[src/rtl/core/snd_pkg.sv]
// Shared types, codes and coil lookup for the stepper needle driver.
package snd_pkg;

    localparam logic       FUNC_TICK = 1'b0;
    localparam logic       FUNC_LOAD = 1'b1;

    localparam logic [1:0] DIR_STOP  = 2'd0;
    localparam logic [1:0] DIR_UP    = 2'd1;
    localparam logic [1:0] DIR_DOWN  = 2'd2;

    localparam logic [2:0] PHASE_LAST = 3'd5;

    localparam int unsigned FIELD_POS_BITS = 10;

    typedef struct packed {
        logic                      func;
        logic [FIELD_POS_BITS-1:0] goal_step;
        logic [FIELD_POS_BITS-1:0] new_position;
    } t_req;

    typedef struct packed {
        logic [3:0]                coil_drive;
        logic [2:0]                phase_index;
        logic [FIELD_POS_BITS-1:0] position_now;
        logic [3:0]                interval_mode;
        logic [1:0]                step_dir;
    } t_res;

    function automatic logic [3:0] coil_pattern(input logic [2:0] phase);
        logic [3:0] pat;
        case (phase)
            3'd0:    pat = 4'd9;
            3'd1:    pat = 4'd1;
            3'd2:    pat = 4'd4;
            3'd3:    pat = 4'd6;
            3'd4:    pat = 4'd2;
            3'd5:    pat = 4'd8;
            default: pat = 4'd0;
        endcase
        return pat;
    endfunction

endpackage

[src/rtl/core/snd_out_queue.sv]
// Two-entry result buffer between the update stage and the output channel.
module snd_out_queue (
    input  logic          i_clk,
    input  logic          i_rst_n,
    input  logic          i_push,
    input  snd_pkg::t_res i_push_res,
    output logic          o_space,
    output logic          o_out_valid,
    input  logic          i_out_stall,
    output snd_pkg::t_res o_out_res
);

    logic          r_q0_v;
    logic          r_q1_v;
    snd_pkg::t_res r_q0;
    snd_pkg::t_res r_q1;
    logic          w_pop;

    assign w_pop       = r_q0_v && !i_out_stall;
    assign o_space     = !r_q1_v || w_pop;
    assign o_out_valid = r_q0_v;
    assign o_out_res   = r_q0;

    always_ff @(posedge i_clk) begin
        if (!i_rst_n) begin
            r_q0_v <= 1'b0;
            r_q1_v <= 1'b0;
        end else if (w_pop) begin
            r_q0_v <= r_q1_v || i_push;
            r_q1_v <= r_q1_v && i_push;
        end else if (i_push) begin
            r_q0_v <= 1'b1;
            r_q1_v <= r_q0_v;
        end
    end

    always_ff @(posedge i_clk) begin
        if (w_pop) begin
            if (r_q1_v) begin
                r_q0 <= r_q1;
                if (i_push) begin
                    r_q1 <= i_push_res;
                end
            end else if (i_push) begin
                r_q0 <= i_push_res;
            end
        end else if (i_push) begin
            if (r_q0_v) begin
                r_q1 <= i_push_res;
            end else begin
                r_q0 <= i_push_res;
            end
        end
    end

endmodule

[src/rtl/core/stepper_needle_driver_with_ramp_unit.sv]
// Top level: six-phase stepper needle driver with acceleration ramp.
//
// Input channel: i_in_valid / o_in_stall carry one request (i_in_req). A
// step tick moves the needle one step toward goal_step, shifts the
// direction history, turns the coil phase by the direction leaving the
// oldest slot and ramps the interval mode. A load request forces the
// position and leaves phase, mode and history alone.
// Output channel: o_out_valid / i_out_stall carry one result per request.
// Path: a request is registered on acceptance, and its result is registered
// in the result buffer. Throughput: one request per cycle while the buffer
// has space; the update is one shallow pass of logic between the request
// register and a two-entry result buffer.
// Reset: position 0, phase 0, mode at the slowest setting, history all stop,
// both channels empty.
// Receiver stall: results collect in the buffer; when it is full the
// request register holds and o_in_stall rises, no result is dropped.
module stepper_needle_driver_with_ramp_unit #(
    parameter int unsigned SLOWEST_MODE  = 13,
    parameter int unsigned FASTEST_MODE  = 4,
    parameter int unsigned HISTORY_DEPTH = 9,
    parameter int unsigned POSITION_BITS = 10
) (
    input  logic          i_clk,
    input  logic          i_rst_n,
    input  logic          i_in_valid,
    output logic          o_in_stall,
    input  snd_pkg::t_req i_in_req,
    output logic          o_out_valid,
    input  logic          i_out_stall,
    output snd_pkg::t_res o_out_res
);

    localparam int unsigned FB = snd_pkg::FIELD_POS_BITS;

    logic                     r_req_v;
    snd_pkg::t_req            r_req;
    logic [POSITION_BITS-1:0] r_pos;
    logic [2:0]               r_phase;
    logic [3:0]               r_mode;
    logic [1:0]               r_hist [HISTORY_DEPTH];

    logic [POSITION_BITS-1:0] n_pos;
    logic [2:0]               n_phase;
    logic [3:0]               n_mode;
    logic [1:0]               w_dir;
    logic [POSITION_BITS-1:0] w_target;
    logic [POSITION_BITS-1:0] w_load;
    logic                     w_mismatch;
    logic                     w_adv;
    logic                     w_space;
    logic                     w_tick;
    snd_pkg::t_res            w_res;

    assign w_adv      = r_req_v && w_space;
    assign o_in_stall = r_req_v && !w_space;
    assign w_tick     = (r_req.func == snd_pkg::FUNC_TICK);

    always_ff @(posedge i_clk) begin
        if (!i_rst_n) begin
            r_req_v <= 1'b0;
        end else if (!o_in_stall) begin
            r_req_v <= i_in_valid;
        end
    end

    always_ff @(posedge i_clk) begin
        if (!o_in_stall && i_in_valid) begin
            r_req <= i_in_req;
        end
    end

    for (genvar b = 0; b < POSITION_BITS; b++) begin : g_pos_in
        if (b < FB) begin : g_fld
            assign w_target[b] = r_req.goal_step[b];
            assign w_load[b]   = r_req.new_position[b];
        end else begin : g_pad
            assign w_target[b] = 1'b0;
            assign w_load[b]   = 1'b0;
        end
    end

    always_comb begin
        w_mismatch = 1'b0;
        for (int i = 1; i < HISTORY_DEPTH; i++) begin
            if (r_hist[i] != w_dir) begin
                w_mismatch = 1'b1;
            end
        end
    end

    always_comb begin
        n_pos   = r_pos;
        n_phase = r_phase;
        n_mode  = r_mode;
        w_dir   = snd_pkg::DIR_STOP;
        if (!w_tick) begin
            n_pos = w_load;
        end else begin
            if (r_pos > w_target) begin
                w_dir = snd_pkg::DIR_DOWN;
                n_pos = r_pos - 1'b1;
            end else if (r_pos < w_target) begin
                w_dir = snd_pkg::DIR_UP;
                n_pos = r_pos + 1'b1;
            end
            if (r_hist[0] == snd_pkg::DIR_DOWN) begin
                n_phase = (r_phase >= snd_pkg::PHASE_LAST) ? 3'd0 : r_phase + 3'd1;
            end else if (r_hist[0] == snd_pkg::DIR_UP) begin
                n_phase = (r_phase == 3'd0) ? snd_pkg::PHASE_LAST : r_phase - 3'd1;
            end
            if (w_mismatch) begin
                if (r_mode < 4'(SLOWEST_MODE)) begin
                    n_mode = r_mode + 4'd1;
                end
            end else if (r_mode > 4'(FASTEST_MODE)) begin
                n_mode = r_mode - 4'd1;
            end
        end
    end

    always_comb begin
        w_res.coil_drive    = snd_pkg::coil_pattern(n_phase);
        w_res.phase_index   = n_phase;
        w_res.interval_mode = r_mode;
        w_res.step_dir      = w_dir;
        for (int b = 0; b < FB; b++) begin
            w_res.position_now[b] = (b < POSITION_BITS) ? n_pos[b] : 1'b0;
        end
    end

    always_ff @(posedge i_clk) begin
        if (!i_rst_n) begin
            r_pos   <= '0;
            r_phase <= 3'd0;
            r_mode  <= 4'(SLOWEST_MODE);
            for (int i = 0; i < HISTORY_DEPTH; i++) begin
                r_hist[i] <= snd_pkg::DIR_STOP;
            end
        end else if (w_adv) begin
            r_pos   <= n_pos;
            r_phase <= n_phase;
            r_mode  <= n_mode;
            if (w_tick) begin
                for (int i = 0; i < HISTORY_DEPTH - 1; i++) begin
                    r_hist[i] <= r_hist[i+1];
                end
                r_hist[HISTORY_DEPTH-1] <= w_dir;
            end
        end
    end

    snd_out_queue u_out_queue (
        .i_clk       (i_clk),
        .i_rst_n     (i_rst_n),
        .i_push      (w_adv),
        .i_push_res  (w_res),
        .o_space     (w_space),
        .o_out_valid (o_out_valid),
        .i_out_stall (i_out_stall),
        .o_out_res   (o_out_res)
    );

endmodule
[config.mk]
export PLATFORM = sky130hd
export DESIGN_NAME = stepper_needle_driver_with_ramp_unit
export DESIGN_NICKNAME = d
export VERILOG_FILES = /design/src/rtl/core/snd_pkg.sv /design/src/rtl/core/snd_out_queue.sv /design/src/rtl/core/stepper_needle_driver_with_ramp_unit.sv
export SDC_FILE = /design/constraint.sdc
export NUM_CORES = 1
export LEC_CHECK = 0
export CAP_MARGIN = 10
export CORE_UTILIZATION = 45
export DETAILED_ROUTE_END_ITERATION = 16
export DONT_BUFFER_PORTS = 1
export PLACE_DENSITY = 0.63
export SLEW_MARGIN = 20
export SYNTH_ARGS = -nofsm -noshare
export SYNTH_HDL_FRONTEND = slang
export SYNTH_SLANG_ARGS = --single-unit
[constraint.sdc]
create_clock -name i_clk -period 4.4 [get_ports i_clk]
set_clock_uncertainty 0.15 [all_clocks]
set_input_delay 0.22 -clock i_clk [delete_from_list [all_inputs] [get_ports i_clk]]
set_output_delay 0.22 -clock i_clk [all_outputs]
set_load 0.005 [all_outputs]
After elaboration in Yosys (flattened, before gate mapping). Memory sizes are Yosys's and may differ from the RTL's. Cells that the tools add are included.

Eq/ne operators: 19. Multiplexer cells: 50. Add/subtract/negate cells: 6. $lt $le $gt $ge: 5. Bitwise gates (word level): 10. Reductions and logical operators: 20.

Operator list (number): 2-to-1 mux 23 bit (9); 2-to-1 mux 10 bit (3); one-hot mux 4 bit (6 select lines) (1); 2-to-1 mux 2 bit (11); 2-to-1 mux 1 bit (18); inequality test 2 bit (8); 2-to-1 mux 3 bit (5); 2-to-1 mux 4 bit (3); adder 10 x 1 -> 10 bit (second input constant) (1); greater-than comparator 10 bit (1); < comparator 10 bit (1); subtractor 10 x 1 -> 10 bit (second input constant) (1); OR 1 bit (9); AND reduction 4 bit (2); nonzero test 2 bit (4); equality test 3 x 2 -> 1 bit (second input constant) (2); equality test 3 bit (second input constant) (2); logical NOT 3 bit (2); inequality test 2 x 1 -> 1 bit (second input constant) (3); logical AND 1 bit (5); adder 4 x 1 -> 4 bit (second input constant) (1); greater-than comparator 4 x 3 -> 1 bit (second input constant) (1); logical NOT 1 bit (4); < comparator 4 bit (second input constant) (1); other kinds (11) (12).

Output and inout port bits: 25. Bits of input ports: 25. Flip-flop bits (word level): 87. Logic and storage cells: 130. Memories: 1. RAM bits: 18.

Memory list: r_hist (depth 9, bits a word 2, read ports 9, clocked after memory_dff 0, write ports 9, RTL line stepper_needle_driver_with_ramp_unit.sv:40) `logic [1:0] r_hist [HISTORY_DEPTH];`.

Depth between registers and ports, before layout. Gate-level depths: netlist (run 1).

Depth after elaboration: 15. Mapped depth: 16. Gate-level depth less buffers: 16.

By module. A second synthesis (run 1) with hierarchy kept.

Cells, all modules: 419. Area, all modules: 5127.4 µm².

By module, submodules not included: stepper_needle_driver_with_ramp_unit (cells an instance 333, area an instance 3268.1 µm², seq. area each 1531.5 µm², instances 1); snd_out_queue (cells an instance 86, area an instance 1859.3 µm², seq. area each 1421.4 µm², instances 1).

Least setup slack after synthesis (run 1). OpenSTA, ideal clock, no wires.

Kind: register to register. Start point: reg r_pos[4]. End point: reg r_mode[3]. Buffers on the path: 0. Data arrival time: 3.236 ns. Cell stages (with the launch flop): 16. Data required time: 4.163 ns. Setup slack: 0.927 ns. Clock period less this slack: 3.473 ns. Library setup time: 0.087 ns. Cell sequence: dfxtp_1 ha_1 and4_1 o21a_1 o31a_1 o21ai_1 mux2_2 nand2_1 inv_2 ha_1 a21o_1 a21oi_1 nor4_1 o21bai_1 o211ai_1 o31ai_1.

Longest elaborated chain between the ends: 15. Elaborated cells between the ends (all ways): 25. Those cells by class: 2 x order compare; 9 x eq/ne; 12 x mux; 2 x reduce/logical.

Ends and longest elaborated chain: from (decl) (RTL line stepper_needle_driver_with_ramp_unit.sv:37) `logic [POSITION_BITS-1:0] r_pos;`; from (signal assigned) (RTL line stepper_needle_driver_with_ramp_unit.sv:140) `r_pos <= n_pos;`; < comparator 10 bit (RTL line stepper_needle_driver_with_ramp_unit.sv:102) `end else if (r_pos < w_target) begin`; 2-to-1 mux 1 bit (RTL line stepper_needle_driver_with_ramp_unit.sv:102); 2-to-1 mux 2 bit * (RTL line stepper_needle_driver_with_ramp_unit.sv:99) `if (r_pos > w_target) begin`; 2-to-1 mux 2 bit * (RTL line stepper_needle_driver_with_ramp_unit.sv:96) `if (!w_tick) begin`; inequality test 2 bit (RTL line stepper_needle_driver_with_ramp_unit.sv:85) `if (r_hist[i] != w_dir) begin`; 2-to-1 mux 1 bit (7 in a row) (RTL line stepper_needle_driver_with_ramp_unit.sv:85); 2-to-1 mux 1 bit * (RTL line stepper_needle_driver_with_ramp_unit.sv:85); inequality test 2 x 1 -> 1 bit (no line) or nonzero test 2 bit (tied branches); AND reduction 4 bit (no line); to (signal assigned) (RTL line stepper_needle_driver_with_ramp_unit.sv:135) `r_mode <= 4'(SLOWEST_MODE);`; to (signal assigned) (RTL line stepper_needle_driver_with_ramp_unit.sv:142) `r_mode <= n_mode;`; to (decl) (RTL line stepper_needle_driver_with_ramp_unit.sv:39) `logic [3:0] r_mode;`.

Mark *: on every way between the ends. The rest lies on a longest branch, timed or not. A chain may end at the register's enable or synchronous reset.

Worst setup path after layout (run 1). Ends and elaborated chain as after synthesis.

==> flow_metrics.env, run 1 <==
export IMPL_powerDensity_nw_per_um2=386
export IMPL_r2r_start="r_pos[4]"
export IMPL_finalCriticalPeriod_ps=3980
export IMPL_port_buffers=0
export IMPL_num_antenna_cells=0
export IMPL_path_clk_slew_ps=70
export IMPL_grt_max_degree=42
export IMPL_dp_hpwl_um=6790
export IMPL_yosysWarningCount=0
export IMPL_final_hold_violation_count=0
export IMPL_end_kind="flop"
export IMPL_pin_count=50
export IMPL_min_path_cells=3
export IMPL_post_route_util_pct=53.0
export IMPL_period_share_pct=90.5
export IMPL_slew_headroom_pct=30.5
export IMPL_ys_seq_elements=105
export IMPL_hold_path_class="in2reg"
export IMPL_core_area_um2=10900
export IMPL_rsz0062_at_grt="false"
export IMPL_std_cell_rows=38
export IMPL_clockBufferDepth=2
export IMPL_tns_ps=0
export IMPL_peakVddDrop_mv=0.162
export IMPL_dieHeight_um=108
export IMPL_cp_arrival_ps=4080
export IMPL_viasPerCell=5.54
export IMPL_num_fill_cells=965
export IMPL_areaGrowthSynthToFinish_pct=13.6
export IMPL_grt_pass1_wl_um=16400
export IMPL_swShare_pct=22.3
export IMPL_hold_start="i_rst_n"
export IMPL_fin_nets=529
export IMPL_ant_nets=0
export IMPL_globalplace_congestion=0.862
export IMPL_syn_nets=509
export IMPL_p_seq_share_pct=52.2
export IMPL_p_total_mw=2.23
export IMPL_p_int_mw=1.74
export IMPL_drive_above_1_share_pct=6.73
export IMPL_p_comb_share_pct=9.7
export IMPL_rrSetupSlack_ps=420
export IMPL_setup_viol=0
export IMPL_clock_latency_ps=340
export IMPL_r2r_end="r_mode[3]"
export IMPL_netlist_area_um2=5100
export IMPL_drv_slew=0
export IMPL_grt_pass1_vias=3343
export IMPL_synth_distinct_cells=55
export IMPL_netlist_instances=465
export IMPL_cts_resized=0
export IMPL_p_clk_share_pct=38.0
export IMPL_ys_seq_area_share_pct=57.9
export IMPL_drt_pass1_iter_count=5
export IMPL_antenna_found_initial=0
export IMPL_worstPathRequired_ps=4500
export IMPL_cts_sinks=105
export IMPL_post_drt_wl_per_cell_um=15.8
export IMPL_vias=3492
export IMPL_worst_pin_slew_ps=1040
export IMPL_h_tree_depth=3
export IMPL_drtIter0Drc=248
export IMPL_synth_edf_count=85
export IMPL_dominantRegCellSynth="edfxtp_1"
export IMPL_grt_overflow=0
export IMPL_die_w_um=108
export IMPL_design_die_area_um2=11800
export IMPL_status="finished, final reports clean"
export IMPL_cts_buffers_inserted=9
export IMPL_drv_cap=0
export IMPL_cts_tree="done"
export IMPL_crit_path_max_fanout=7
export IMPL_rr_worst_depth=15
export IMPL_cts_root_buf="clkbuf_16"
export IMPL_drcViolationCount=0
export IMPL_grt_usage_pct=18.3
export IMPL_max_freq_mhz=251
export IMPL_stdcell_count=630
export IMPL_critPathLaunchType="flop"
export IMPL_start_util_pct=46.6
export IMPL_ys_async_sr_fraction_pct=0
export IMPL_power_leakage_nw=2.26
export IMPL_syn_avg_cell_area_um2=11.0
export IMPL_crit_type="reg2reg"
export IMPL_totalWireLength_um=9930
export IMPL_p_sw_mw=0.498
export IMPL_dp_cells=590
export IMPL_min_to="r_mode[2]"
[layout make-up]
class | instances | area, um2 | area share (%)
clock buffer | 13 | 250 | 4.32
sequential | 105 | 2950 | 51.0
multi-input combinational | 315 | 1980 | 34.2
inverter | 26 | 97.6 | 1.69
tap | 140 | 175 | 3.02
clock inverter | 3 | 65.1 | 1.12
timing repair buffer | 28 | 270 | 4.67
[timing repair]
action / 4_1_cts / 5_1_grt
buffers inserted: 0 / 0
setup endpoints to repair: 0 / 0
endpoints found under the hold margin: 46 / 0
hold buffers: 24 / 0
[per-layer routing]
| metal | vias to the layer above | part of all wire (%) | global-route usage (%) |
|---|---|---|---|
| li1 | 1731 | - | - |
| met1 | 1665 | 48 | 25.6 |
| met2 | 82 | 46 | 28.1 |
| met3 | 14 | 3.9 | 3.32 |
| met4 | 0 | 1.8 | 7.24 |
| met5 | - | 0 | 0 |
[stage by stage]
stage,hold slack [ps],setup slack [ps],instance area [um2]
finish,19.5,420,5790
global route,75.8,76.6,5790
CTS,9.71,383,5780
detailed placement,164,442,5230
global placement,145,692,5230
floorplan,169,927,5100
[how the worst max path moves through the flow]
stage	from	endpoint	slack [ps]	cells after the start
after floorplan	r_pos[4]	r_mode[3]	930	15
after global placement	r_pos[2]	r_mode[3]	690	15
after detailed placement	r_pos[2]	r_mode[3]	440	15
after CTS	r_pos[2]	r_mode[3]	380	15
after global routing	r_pos[2]	r_mode[3]	80	15
final	r_pos[4]	r_mode[3]	420	15
[cell usage after synthesis (3+ instances only)]
master,number,area [um2]
ha_1,18,225
nor4_1,5,31.3
and4_1,3,26.3
inv_1,23,86.3
nand2_1,54,203
nor3_1,5,25.0
a211oi_1,6,45.0
and3_1,24,150
nand3_1,6,30.0
dfxtp_1,20,400
a21boi_0,3,22.5
o21ai_0,17,85.1
and2_1,3,18.8
o31ai_1,6,45.0
nand2b_1,8,50.1
nand4_1,7,43.8
clkbuf_1,15,56.3
edfxtp_1,85,2550
a21oi_1,21,105
or4_1,5,37.5
xor2_1,6,52.6
xnor2_1,6,52.6
o21a_1,3,22.5
nor2b_1,6,37.5
o21ai_1,17,85.1
nor2_1,40,150
mux2_2,10,113
mux2i_1,6,60.1
[placed cells by master, fill, tap and decap left out, types with 3 or more instances in the layout]
master	synthesis	routed
o21ai_1	17	17
a211oi_1	6	6
inv_1	23	23
or4_1	5	5
nand4_1	7	7
nor4_1	5	5
nor3_1	5	5
nand2_1	54	54
nor2_1	40	40
and4_1	3	3
xor2_1	6	6
o21a_1	3	3
dfxtp_1	20	20
and3_1	24	24
and2_1	3	3
mux2i_1	6	6
clkbuf_1	15	3
clkbuf_16	0	9
o21ai_0	17	17
mux2_2	10	10
a21oi_1	21	21
dlygate4sd3_1	0	24
edfxtp_1	85	85
o31ai_1	6	6
nand3_1	6	6
nor2b_1	6	5
ha_1	18	18
buf_4	0	4
xnor2_1	6	6
nand2b_1	8	8
[power groups by stage]
stage / Clock (mW) / Sequential (mW) / Combinational (mW)
6_report: 0.850 / 1.17 / 0.217
2_1_floorplan: 0 / 1.18 / 0.157
4_1_cts: 0.865 / 1.17 / 0.217
3_3_place_gp: 0 / 1.19 / 0.188
5_1_grt: 0.903 / 1.17 / 0.246
3_5_place_dp: 0 / 1.19 / 0.196
[critical path: stages, from the launching register on]
cell and delay, ps:
dfxtp_1 480, ha_1 320, and4_1 210, o21a_1 100, o31a_1 340, o21ai_1 250, mux2_2 430, nand2_1 190
inv_2 90, ha_1 270, a21o_1 170, a21oi_1 290, nor4_1 120, o21bai_1 150, o211ai_1 100, o31ai_1 220
[state kept, by name (all words and copies together) (netlist names)]
register / cells
r_req: 1
r_mode: 4
w_load: 10
r_req_v: 1
r_phase: 3
w_target: 10
u_out_queue.r_q1_v: 1
r_hist: 18
u_out_queue.o_out_valid: 1
u_out_queue.o_out_res: 23
r_pos: 10
u_out_queue.r_q1: 23
[cell families (layout without fill, tap and decap cells)]
family,after synthesis,in the layout,share of synthesized area [%]
and+or+nand+nor,174,174,16.9
DFF,105,105,57.9
AOI/OAI and AO/OA,93,93,11.2
buffers and inverters,45,70,3.49
adders and majority gates,19,19,4.81
muxes,17,17,3.61
xor gates and xnor gates,12,12,2.06
No activity file was read; power rests on OpenSTA's default activity.
==> inputs of run 2 (changes only) <==
Settings changed: RECOVER_POWER set to 50.
==> run 2 against run 1 <==
  * The run now ends with capacitance limit, slew limit left
  * Total power hardly changed
  * Cell count is the same
  * Maximum frequency down 0.78%
  * Setup slack lost 31 ps
  * Clock-buffer cell count unchanged
  * Non-clock buffer count did not move
  * Via count down 0.57%
  * Final area is 0.32% lower
  * Sequential power is essentially flat
  * Register-to-register slack got worse by 30 ps
  * Critical path depth is the same
  * Clock power is essentially flat
  * Critical path type unchanged
  * Critical endpoint unchanged
  * Largest power group unchanged
  * Highest routed layer unchanged
==> flow_metrics.env, run 2 (synthesis gave the netlist of run 1 again) <==
export IMPL_cts_sinks=105
export IMPL_rsz0062_at_grt="false"
export IMPL_peakVddDrop_mv=0.162
export IMPL_vias=3472
export IMPL_drive_above_1_share_pct=6.12
export IMPL_drv_cap=1
export IMPL_power_leakage_nw=2.24
export IMPL_cts_tree="done"
export IMPL_powerDensity_nw_per_um2=387
export IMPL_r2r_end="r_mode[3]"
export IMPL_cts_root_buf="clkbuf_16"
export IMPL_fin_nets=529
export IMPL_drv_slew=24
export IMPL_grt_max_degree=42
export IMPL_worst_pin_slew_ps=3070
export IMPL_start_util_pct=46.6
export IMPL_cp_arrival_ps=4110
export IMPL_cp_startpoint="r_pos[4]"
export IMPL_multiInputGateArea_um2=1970
export IMPL_slew_headroom_pct=-106
export IMPL_tns_ps=0
export IMPL_std_cell_rows=38
export IMPL_globalplace_congestion=0.862
export IMPL_antenna_found_initial=0
export IMPL_finalCriticalPeriod_ps=4010
export IMPL_drcViolationCount=0
export IMPL_crit_type="reg2reg"
export IMPL_hold_start="i_rst_n"
export IMPL_drtIter0Drc=259
export IMPL_ant_nets=0
export IMPL_path_clk_slew_ps=70
export IMPL_violations="capacitance limit, slew limit"
export IMPL_viasPerCell=5.51
export IMPL_seqCellArea_um2=2950
export IMPL_r2r_start="r_pos[4]"
export IMPL_crit_path_max_fanout=7
export IMPL_grt_overflow=0
export IMPL_grt_pass1_vias=3343
export IMPL_final_common_cell="edfxtp_1"
export IMPL_pin_count=50
export IMPL_clockBufferDepth=2
export IMPL_num_antenna_cells=0
export IMPL_hold_path_class="in2reg"
export IMPL_grt_usage_pct=18.3
export IMPL_rrSetupSlack_ps=390
export IMPL_status="finished with violations"
export IMPL_end_kind="flop"
export IMPL_design_die_area_um2=11800
export IMPL_max_freq_mhz=249
export IMPL_finalInstanceArea_um2=5770
export IMPL_totalWireLength_um=9980
export IMPL_p_total_mw=2.23
export IMPL_die_w_um=108
export IMPL_drt_pass1_iter_count=5
export IMPL_timing_final_ws_setup_ps=388
export IMPL_dieHeight_um=108
export IMPL_setup_viol=0
export IMPL_clock_latency_ps=340
export IMPL_worstPathRequired_ps=4490
export IMPL_cts_buffers_inserted=9
export IMPL_pre_cts_slack_ps=442
export IMPL_h_tree_depth=3
export IMPL_critPathLaunchType="flop"
export IMPL_port_buffers=0
export IMPL_num_fill_cells=967
export IMPL_period_share_pct=91.2
export IMPL_rr_worst_depth=15
export IMPL_placed_cell_area_um2=5230
export IMPL_areaGrowthSynthToFinish_pct=13.3
export IMPL_post_drt_wl_per_cell_um=15.8
export IMPL_postCtsSetupRepairBufs=0
export IMPL_post_route_util_pct=52.8
export IMPL_dp_hpwl_um=6790
export IMPL_core_area_um2=10900
export IMPL_grt_pass1_wl_um=16400
export IMPL_crit_path_end="r_mode[3]"
export IMPL_final_hold_violation_count=0
export IMPL_final_cell_mix="edfxtp_1, nand2_1, nor2_1"
run 2: cell count changes in the layout (fill, tap and decap cells not counted), sizes merged:
| cell | change |
|---|---|
| buf | -2 |
| clkbuf | +2 |
run 2: report_power, final:
part	leakage [nW]	switching [mW]	internal [mW]
Combinational	1.11	0.126	0.0895
Clock	0.154	0.336	0.514
Sequential	0.978	0.0359	1.13
run 2: what timing repair did:
action,in CTS,in global routing
endpoints found under the setup margin,0,0
hold buffers,24,0
gates resized for setup,0,0
hold endpoints to repair,46,0
run 2: metal layers:
metal / GRT usage (%) / vias to the layer above / share of wire (%)
met5: 0 / - / 0
met4: 7.24 / 0 / 1.7
met3: 3.32 / 14 / 4.0
met2: 28.1 / 98 / 46
met1: 25.6 / 1630 / 48
li1: - / 1730 / -
run 2: how the worst min path moves through the flow:
| stage | endpoint | cells past startpoint |
|---|---|---|
| after floorplan | r_req[20] | 0 |
| after global placement | r_mode[3] | 1 |
| after detailed placement | r_mode[3] | 1 |
| after CTS | r_mode[2] | 3 |
| after global routing | r_mode[2] | 3 |
| final | r_mode[2] | 3 |
run 2: per-stage QoR:
step                std cells  hold WS, ps
floorplan                 465          169
global placement          590          145
detailed placement        590          164
CTS                       630         9.71
global route              630         75.8
finish                    630         18.6
run 2: final cells by class:
cell class	instances	share of cell area (%)
multi-input cells	315	34.1
repair buffers	28	4.55
flip-flops and latches	105	51.1
clock buffers	13	4.33
clock inverters	3	1.13
well taps	140	3.03
inverters	26	1.69
run 2: worst max-delay path, stage by stage, from the launching register on:
cell and delay (ps):
dfxtp_1 490, ha_1 320, and4_1 210, o21a_1 100, o31a_1 340, o21ai_1 250, mux2_2 430, nand2_1 180
inv_2 90, ha_1 270, a21o_1 170, a21oi_1 310, nor4_1 120, o21bai_1 150, o211ai_1 100, o31ai_1 230
